File: config.mk
export PLATFORM = sky130hd
export DESIGN_NAME = tlbt_ctrl
export DESIGN_NICKNAME = d
export VERILOG_FILES = /design/src/rtl/tlbt_pkg.sv /design/src/rtl/tlbt_ctrl.sv
export SDC_FILE = /design/constraint.sdc
export NUM_CORES = 1
export LEC_CHECK = 0
export ABC_AREA = 0
export BUFFER_PORTS_ARGS = -buffer_cell sky130_fd_sc_hd__buf_2
export CAP_MARGIN = 40
export CORE_AREA = 2 2 39 41
export DETAILED_ROUTE_END_ITERATION = 8
export DIE_AREA = 0 0 41 43
export SKIP_LAST_GASP = 1
export SYNTH_ARGS = -nofsm -noshare
export SYNTH_HDL_FRONTEND = slang
export SYNTH_SLANG_ARGS = --single-unit
File: constraint.sdc
create_clock -name clk -period 1.01 [get_ports clk]
set_input_delay 0.202 -clock clk [delete_from_list [all_inputs] [get_ports clk]]
set_output_delay 0.202 -clock clk [all_outputs]
set_load 0.1 [all_outputs]
File: src/rtl/tlbt_pkg.sv
// ----------------------------------------------------------------------------
// tlbt_pkg
// shared constants, state codes and controller/datapath interface types
// ----------------------------------------------------------------------------
`default_nettype none

package tlbt_pkg;

    localparam int TLB_ENTRIES = 16;
    localparam int TLB_IDX_W   = $clog2(TLB_ENTRIES);
    localparam int AGE_W       = $clog2(TLB_ENTRIES);
    localparam int TLB_CNT_W   = $clog2(TLB_ENTRIES + 1);
    localparam int OFFSET_W    = 12;
    localparam int PAGE_W      = 20;
    localparam int FRAME_W     = 20;
    localparam int FCOUNT_W    = FRAME_W + 1;
    localparam int VA_W        = 32;
    localparam int TOTAL_W     = 32;
    localparam int CAP_W       = 5;
    localparam int PAGE_DEPTH  = 1 << PAGE_W;
    localparam int FRAME_DEPTH = 1 << FRAME_W;
    localparam logic [FCOUNT_W-1:0] FRAME_LIMIT = FCOUNT_W'(1) << FRAME_W;
    localparam logic [CAP_W-1:0]    CAP_RESET   = CAP_W'(TLB_ENTRIES);

    typedef enum logic [4:0] {
        ST_IDLE    = 5'b00001,
        ST_LOOKUP  = 5'b00010,
        ST_PT_READ = 5'b00100,
        ST_RESOLVE = 5'b01000,
        ST_OUTPUT  = 5'b10000
    } state_t;

    typedef struct packed {
        logic capture;
        logic lookup;
        logic resolve;
    } dp_cmd_t;

    typedef struct packed {
        logic tlb_hit;
    } dp_status_t;

endpackage

`default_nettype wire

File: src/rtl/tlbt_ctrl.sv
// ----------------------------------------------------------------------------
// tlbt_ctrl
// sequencer: tlb lookup, page table walk, resolve, result hand-off
// ----------------------------------------------------------------------------
`default_nettype none

module tlbt_ctrl (
    input  wire logic                 clk,
    input  wire logic                 rst_n,
    input  wire logic                 addr_valid,
    output logic                      addr_stall,
    output logic                      result_valid,
    input  wire logic                 result_stall,
    output tlbt_pkg::dp_cmd_t         cmd,
    input  wire tlbt_pkg::dp_status_t status
);

    tlbt_pkg::state_t state_reg, state_next;

    always_ff @(posedge clk or negedge rst_n)
    begin
        if (!rst_n)
        begin
            state_reg <= tlbt_pkg::ST_IDLE;
        end
        else
        begin
            state_reg <= state_next;
        end
    end

    always_comb
    begin
        state_next  = state_reg;
        cmd         = '0;
        unique case (state_reg)
            tlbt_pkg::ST_IDLE:
            begin
                if (addr_valid)
                begin
                    cmd.capture = 1'b1;
                    state_next  = tlbt_pkg::ST_LOOKUP;
                end
            end
            tlbt_pkg::ST_LOOKUP:
            begin
                cmd.lookup = 1'b1;
                state_next = status.tlb_hit ? tlbt_pkg::ST_OUTPUT : tlbt_pkg::ST_PT_READ;
            end
            tlbt_pkg::ST_PT_READ:
            begin
                state_next = tlbt_pkg::ST_RESOLVE;
            end
            tlbt_pkg::ST_RESOLVE:
            begin
                cmd.resolve = 1'b1;
                state_next  = tlbt_pkg::ST_OUTPUT;
            end
            tlbt_pkg::ST_OUTPUT:
            begin
                if (!result_stall)
                begin
                    state_next = tlbt_pkg::ST_IDLE;
                end
            end
            default:
            begin
                state_next = tlbt_pkg::ST_IDLE;
            end
        endcase
    end

    assign addr_stall   = (state_reg != tlbt_pkg::ST_IDLE);
    assign result_valid = (state_reg == tlbt_pkg::ST_OUTPUT);

endmodule

`default_nettype wire

==> key figures, run 1 <==
Timing
  – Worst rel slew slack: 0.854
  – Final min period: 1.57 ns
  – Worst Tran Pin Value: approximately 0.22 ns
  – Final hold vios: 0
  – Final worst setup slack: -0.564 ns
  – Max Slew Vio Count: 0
  – Hold slack final: between 0.1 and 0.15 ns
  – Final setup viols: 8
  – Clock skew: roughly 0.0033 ns
  – Max Fclk: about 0.64 GHz
  – Setup TNS: -3.12 ns
  – RSZ-0062 raised after global routing: yes
  – Period utilization: 1.56

Logic synthesis
  – Syn avg cell area: approximately 12 um^2
  – Net Count, Synth: 32
  – FF+latch count, synth: 5
  – Seq/Total Area, Yosys: 0.402
  – Cell count after synthesis: 27
  – Count of cell types in the netlist: 20
  – Syn Std Cell Area: between 300 and 400 um^2
  – Yosys warns: 0

Critical path
  – Cell family with most CP delay: simple AND/OR/NAND/NOR gates
  – CP Capture Type: output port
  – CP Class: reg2out
  – Worst path bufs/invs: 1
  – Crit path from: state_reg[4]$_DFFE_PN0P_
  – Req. time, crit path: between 0.8 and 0.9 ns
  – Slowest Stage Delay on Critical Path: about 0.40 ns
  – Critical path fanouts, max: 4
  – CP arrival: roughly 1.4 ns
  – Flop-to-flop setup slack: -0.26 ns
  – Worst path slowest cell: dfrtp_1
  – FF-to-FF path depth: 4
  – WP depth: 3
  – Crit path cell chain: nor3_4 -> and4b_4 -> buf_12
  – CP endpoint: cmd[2]
  – Startpoint class of the critical path: flip-flop
  – Crit Reg-Reg Startpoint: state_reg[3]$_DFFE_PN0P_
  – Crit Reg-Reg Endpoint: state_reg[0]$_DFFE_PN1P_

Clocking
  – CTS tree: yes
  – Root buf cell: clkbuf_4
  – H-Tree Depth: 1
  – Clock Path Buffers: 2
  – Skew-Pair Late Insertion Delay: between 0.2 and 0.25 ns
  – CTS buffer count: 3
  – CTS Sinks: 5
  – Clk slew on worst S/H paths: 0.04 ns

GRT
  – Vias in the first global route: between 300 and 400
  – GR Util All Layers: 0.127
  – Global route overflow: 0
  – Largest net degree at the start of global routing: 9
  – Initial antenna violation count: 0
  – First-pass GRT wire length: around 1400 um

Power and ir drop
  – Power Density: around 2800 mW/mm^2
  – Worst IR Drop VDD: 1.80 mV
  – LEAKAGE: ~0.27 nW
  – Pwr Total: ~1.8 mW

Die
  – Initial Util: 0.227
  – # IOs: 10
  – Die X: between 40 and 50 um
  – Std-Cell Rows: 14
  – Die Area: around 0.0018 mm^2
  – Core footprint: roughly 0.0014 mm^2
  – Die height: between 40 and 50 um

Layout
  – Finished Cell Area: about 620 um^2
  – Antenna diode instance count: 0
  – Largest register FFs: 5
  – Fraction of layout cells with a size suffix above 1: 0.720
  – P&R area growth vs syn: 98.0%
  – # nets final: 56

Detailed routing
  – Vias: 300
  – Drt pass-1 iters: 4
  – DR WL/cell: around 13 um
  – Drt drc: 0
  – Post-route ant nets: 0
  – Number of DRC markers in iteration 0: 4
  – Vias per inst: approximately 4.5
  – Total Wirelength: between 800 and 900 um

Status
  – Failing checks: setup timing
  – Run status: finished, violations left

Placed design
  – Placed instance area: 494 um^2
  – Final RePlAce weighted congestion: approximately 0.73
  – Pre-CTS WS: -0.288 ns
  – IO buf count: 9

Hold path
  – Hold Crit Class: in2reg

Run
  – Maxcap violations: 0
[placed cells by master (no fill, tap or decap)]
cell and count:
buf_4 6, buf_12 5, buf_2 4, buf_6 4, clkbuf_4 3, nor2_1 2
nand3b_1 2, and4bb_2 2, o21a_1 2, dfrtp_2 2, dfrtp_1 2, nor2_4 1
and3_4 1, and4bb_4 1, nor3_4 1, and4b_4 1, and4b_1 1, xor2_1 1
o21ai_0 1, a221oi_4 1, and3b_1 1, nor2b_4 1, nand2b_4 1, a21oi_2 1
clkbuf_1 1, dlygate4sd3_1 1, dfstp_2 1
[logic make-up (layout without fill, tap and decap cells)]
group | after synthesis | after routing | synth area share
xor+xnor | 1 | 1 | 0.0279
buf+inv | 1 | 24 | 0.0359
simple gates | 15 | 15 | 0.406
flops | 5 | 5 | 0.402
compound gates | 5 | 5 | 0.127
[cell type report]
class	count	area, um^2
fillers	134	762
multi-input cells	21	226
repair buffers	20	220
flip-flops and latches	5	129
clock buffers	4	26.3
well taps	16	20.0
[report_power, final]
part	internal (mW)	leakage, nW	switching [mW]
Sequential	0.264	0.0621	0.0817
Combinational	0.533	0.196	0.663
Clock	0.149	0.0150	0.0811
Total	0.946	0.273	0.826
[worst min-delay path by stage]
stage	startpoint	end	slack, ns	cells past startpoint
CTS	status	state_reg[2]$_DFFE_PN0P_	0.14	2
global route	status	state_reg[2]$_DFFE_PN0P_	0.13	2
detailed placement	rst_n	state_reg[3]$_DFFE_PN0P_	0.02	1
finish	status	state_reg[2]$_DFFE_PN0P_	0.15	2
floorplan	rst_n	state_reg[1]$_DFFE_PN0P_	-0.09	0
global placement	rst_n	state_reg[2]$_DFFE_PN0P_	0.02	1
[worst register-to-register path, stage by stage, from the launching register on]
cell and delay (ns):
dfrtp_1 0.41, buf_6 0.14, buf_4 0.11, and4bb_2 0.25, a221oi_4 0.28
[cells in the mapped netlist (all sizes together)]
| library cell | n | share of area |
|---|---|---|
| buf | 1 | 0.036 |
| and3b | 1 | 0.028 |
| a21oi | 1 | 0.016 |
| nand2b | 1 | 0.020 |
| and4bb | 3 | 0.12 |
| and4b | 2 | 0.076 |
| dfstp | 1 | 0.084 |
| xor2 | 1 | 0.028 |
| nand3b | 2 | 0.048 |
| dfrtp | 4 | 0.32 |
| nor2 | 3 | 0.044 |
| o21ai | 1 | 0.016 |
| a221oi | 1 | 0.048 |
| nor2b | 1 | 0.020 |
| o21a | 2 | 0.048 |
| and3 | 1 | 0.020 |
| nor3 | 1 | 0.032 |
[per-stage QoR]
stage,util,cells
final,0.449,66
after global routing,0.449,66
after CTS,0.413,62
after detailed placement,0.357,56
after global placement,0.357,56
after floorplan,-,27
[what timing repair did]
item	in CTS	in global routing
gates cloned	0	0
resized for setup	7	5
endpoints found under the hold margin	5	0
buffers inserted	1	5
endpoints found under the setup margin	8	8
hold buffers	1	0
pin swaps	4	5
[layer usage]
layer  global-route usage  vias up  routed length [um]
met5                    0        -                   0
met4               0.0800        0                   0
met3               0.0733        0                  36
met2                0.172        7                 463
met1                0.148      145                 337
li1                     -      148                   -
Power figures use the tool's default switching activity.
==> run 2: changes to the inputs <==
--- a/config.mk
+++ b/config.mk
@@ -11,6 +11,7 @@
 export CORE_AREA = 2 2 39 41
 export DETAILED_ROUTE_END_ITERATION = 8
 export DIE_AREA = 0 0 41 43
+export RECOVER_POWER = 50
 export SKIP_LAST_GASP = 1
 export SYNTH_ARGS = -nofsm -noshare
 export SYNTH_HDL_FRONTEND = slang
==> run 2 against run 1 <==
  * The flow still finishes with violations (setup timing)
  * Total power hardly changed
  * Final cell count is the same
  * Worst setup slack improved by 0.0018 ns
  * Clock power is essentially flat
  * Sequential share of layout area hardly changed
==> key figures, run 2 (same netlist as run 1, synthesis figures left out) <==
GRT
  – Initial antenna violation count: 0
  – First-pass GRT wire length: 1410 um
  – Global route overflow: 0
  – Largest net degree at the start of global routing: 9
  – GR Util All Layers: 0.127
  – Vias in the first global route: 310

Timing
  – Setup TNS: -3.13 ns
  – RSZ-0062 raised after global routing: yes
  – Final hold vios: 0
  – Max Fclk: about 0.64 GHz
  – Worst Tran Pin Value: around 0.27 ns
  – Final worst setup slack: -0.562 ns
  – Period utilization: 1.56
  – Final min period: between 1.5 and 2 ns
  – Max Slew Vio Count: 0
  – Clock skew: approximately 0.0031 ns
  – Final setup viols: 8
  – Worst rel slew slack: 0.823
  – Hold slack final: roughly 0.15 ns

Critical path
  – Flop-to-flop setup slack: -0.26 ns
  – Critical path fanouts, max: 4
  – CP Capture Type: output port
  – Slowest Stage Delay on Critical Path: around 0.42 ns
  – Worst path slowest cell: dfrtp_1
  – CP arrival: around 1.4 ns
  – Req. time, crit path: 0.81 ns
  – CP Class: reg2out
  – Crit path cell chain: nor3_4 -> and4b_4 -> buf_12
  – Startpoint class of the critical path: flip-flop

Layout
  – Largest register FFs: 5
  – P&R area growth vs syn: 97.6%
  – Antenna diode instance count: 0
  – Final Instance Count excl. Fillers: 66
  – Finished Cell Area: 621 um^2
  – # nets final: 56
  – Most frequent cells in the layout: buf_4, buf_12, buf_6
  – Post-layout util: 0.448
  – Fill count: between 100 and 150
  – Commonest non-fill, non-tap cell in the layout: buf_4
  – Fraction of layout cells with a size suffix above 1: 0.700

Clocking
  – Root buf cell: clkbuf_4
  – Clock Path Buffers: 2
  – Skew-Pair Late Insertion Delay: 0.24 ns
  – H-Tree Depth: 1
  – CTS tree: yes
  – CTS buffer count: 3
  – Clk slew on worst S/H paths: roughly 0.040 ns
  – CTS Sinks: 5

Detailed routing
  – Number of DRC markers in iteration 0: 3
  – Drt pass-1 iters: 4
  – Top layer in use: met3
  – Drt drc: 0
  – Vias per inst: roughly 4.5
  – Post-route ant nets: 0
  – Total Wirelength: between 800 and 900 um
  – Met2 WL: about 460 um
  – Vias: roughly 300
  – Met3 WL: 36 um
  – DR WL/cell: ~13 um
  – Met1 wire length: approximately 350 um

Placed design
  – Placed instance area: approximately 490 um^2
  – Placed cells: 56
  – Pre-CTS WS: -0.288 ns
  – IO buf count: 9
  – Final RePlAce weighted congestion: about 0.73

Run
  – Maxcap violations: 0

Die
  – Die X: just over 40 um
  – Initial Util: 0.227
  – Std-Cell Rows: 14
  – Die height: ~43 um
  – # IOs: 10
  – Die Area: 0.00176 mm^2
  – Core footprint: between 0.001 and 0.0015 mm^2

Power and ir drop
  – Pwr Total: between 1.5 and 2 mW
  – LEAKAGE: approximately 0.27 nW
  – Worst IR Drop VDD: about 1.8 mV
  – Power Density: between 2000 and 3000 mW/mm^2

Status
  – Run status: finished, violations left
  – Failing checks: setup timing

Hold path
  – Hold Crit Class: in2reg
[run 2: cell count changes in the layout (fill, tap and decap cells not counted), sizes merged]
cell and change:
clkbuf +1, buf -1
[run 2: metal layers]
| metal | GRT usage | vias to the layer above |
|---|---|---|
| met1 | 0.148 | 144 |
| met3 | 0.0733 | 0 |
| met4 | 0.0800 | 0 |
| met2 | 0.172 | 7 |
| li1 | - | 148 |
| met5 | 0 | - |
[run 2: where the power goes]
group          switching (mW)  leakage, nW  internal (mW)
Sequential             0.0823       0.0621          0.264
Clock                  0.0808       0.0150          0.149
Combinational           0.663        0.193          0.533
[run 2: timing repair]
action | 4_1_cts | 5_1_grt
hold endpoints to repair | 5 | 0
resized for setup | 7 | 5
buffers inserted | 1 | 5
pin swaps | 4 | 5
setup endpoints to repair | 8 | 8
hold buffers | 1 | 0
[run 2: final cells by class]
| class | instances | area (um^2) | area share |
|---|---|---|---|
| well taps | 16 | 20.0 | 0.0323 |
| clock buffers | 4 | 26.3 | 0.0423 |
| multi-input cells | 21 | 226 | 0.365 |
| repair buffers | 20 | 219 | 0.353 |
| flip-flops and latches | 5 | 129 | 0.208 |
[run 2: worst paths after layout]
path / from / endpoint / cells past startpoint
max: state_reg[3]$_DFFE_PN0P_ / cmd[2] / 3
min: status / state_reg[2]$_DFFE_PN0P_ / 2
max reg2reg: state_reg[3]$_DFFE_PN0P_ / state_reg[0]$_DFFE_PN1P_ / 4
min reg2reg: state_reg[0]$_DFFE_PN1P_ / state_reg[1]$_DFFE_PN0P_ / 1
max in group asynchronous: rst_n / state_reg[0]$_DFFE_PN1P_ / 2
min in group asynchronous: rst_n / state_reg[2]$_DFFE_PN0P_ / 2
[run 2: worst max-delay path, delay by kind of cell (launching register included)]
kind                   cells  cell delay, ns
DFF                        1            0.42
buffers and inverters      1            0.17
and+or+nand+nor            2            0.54
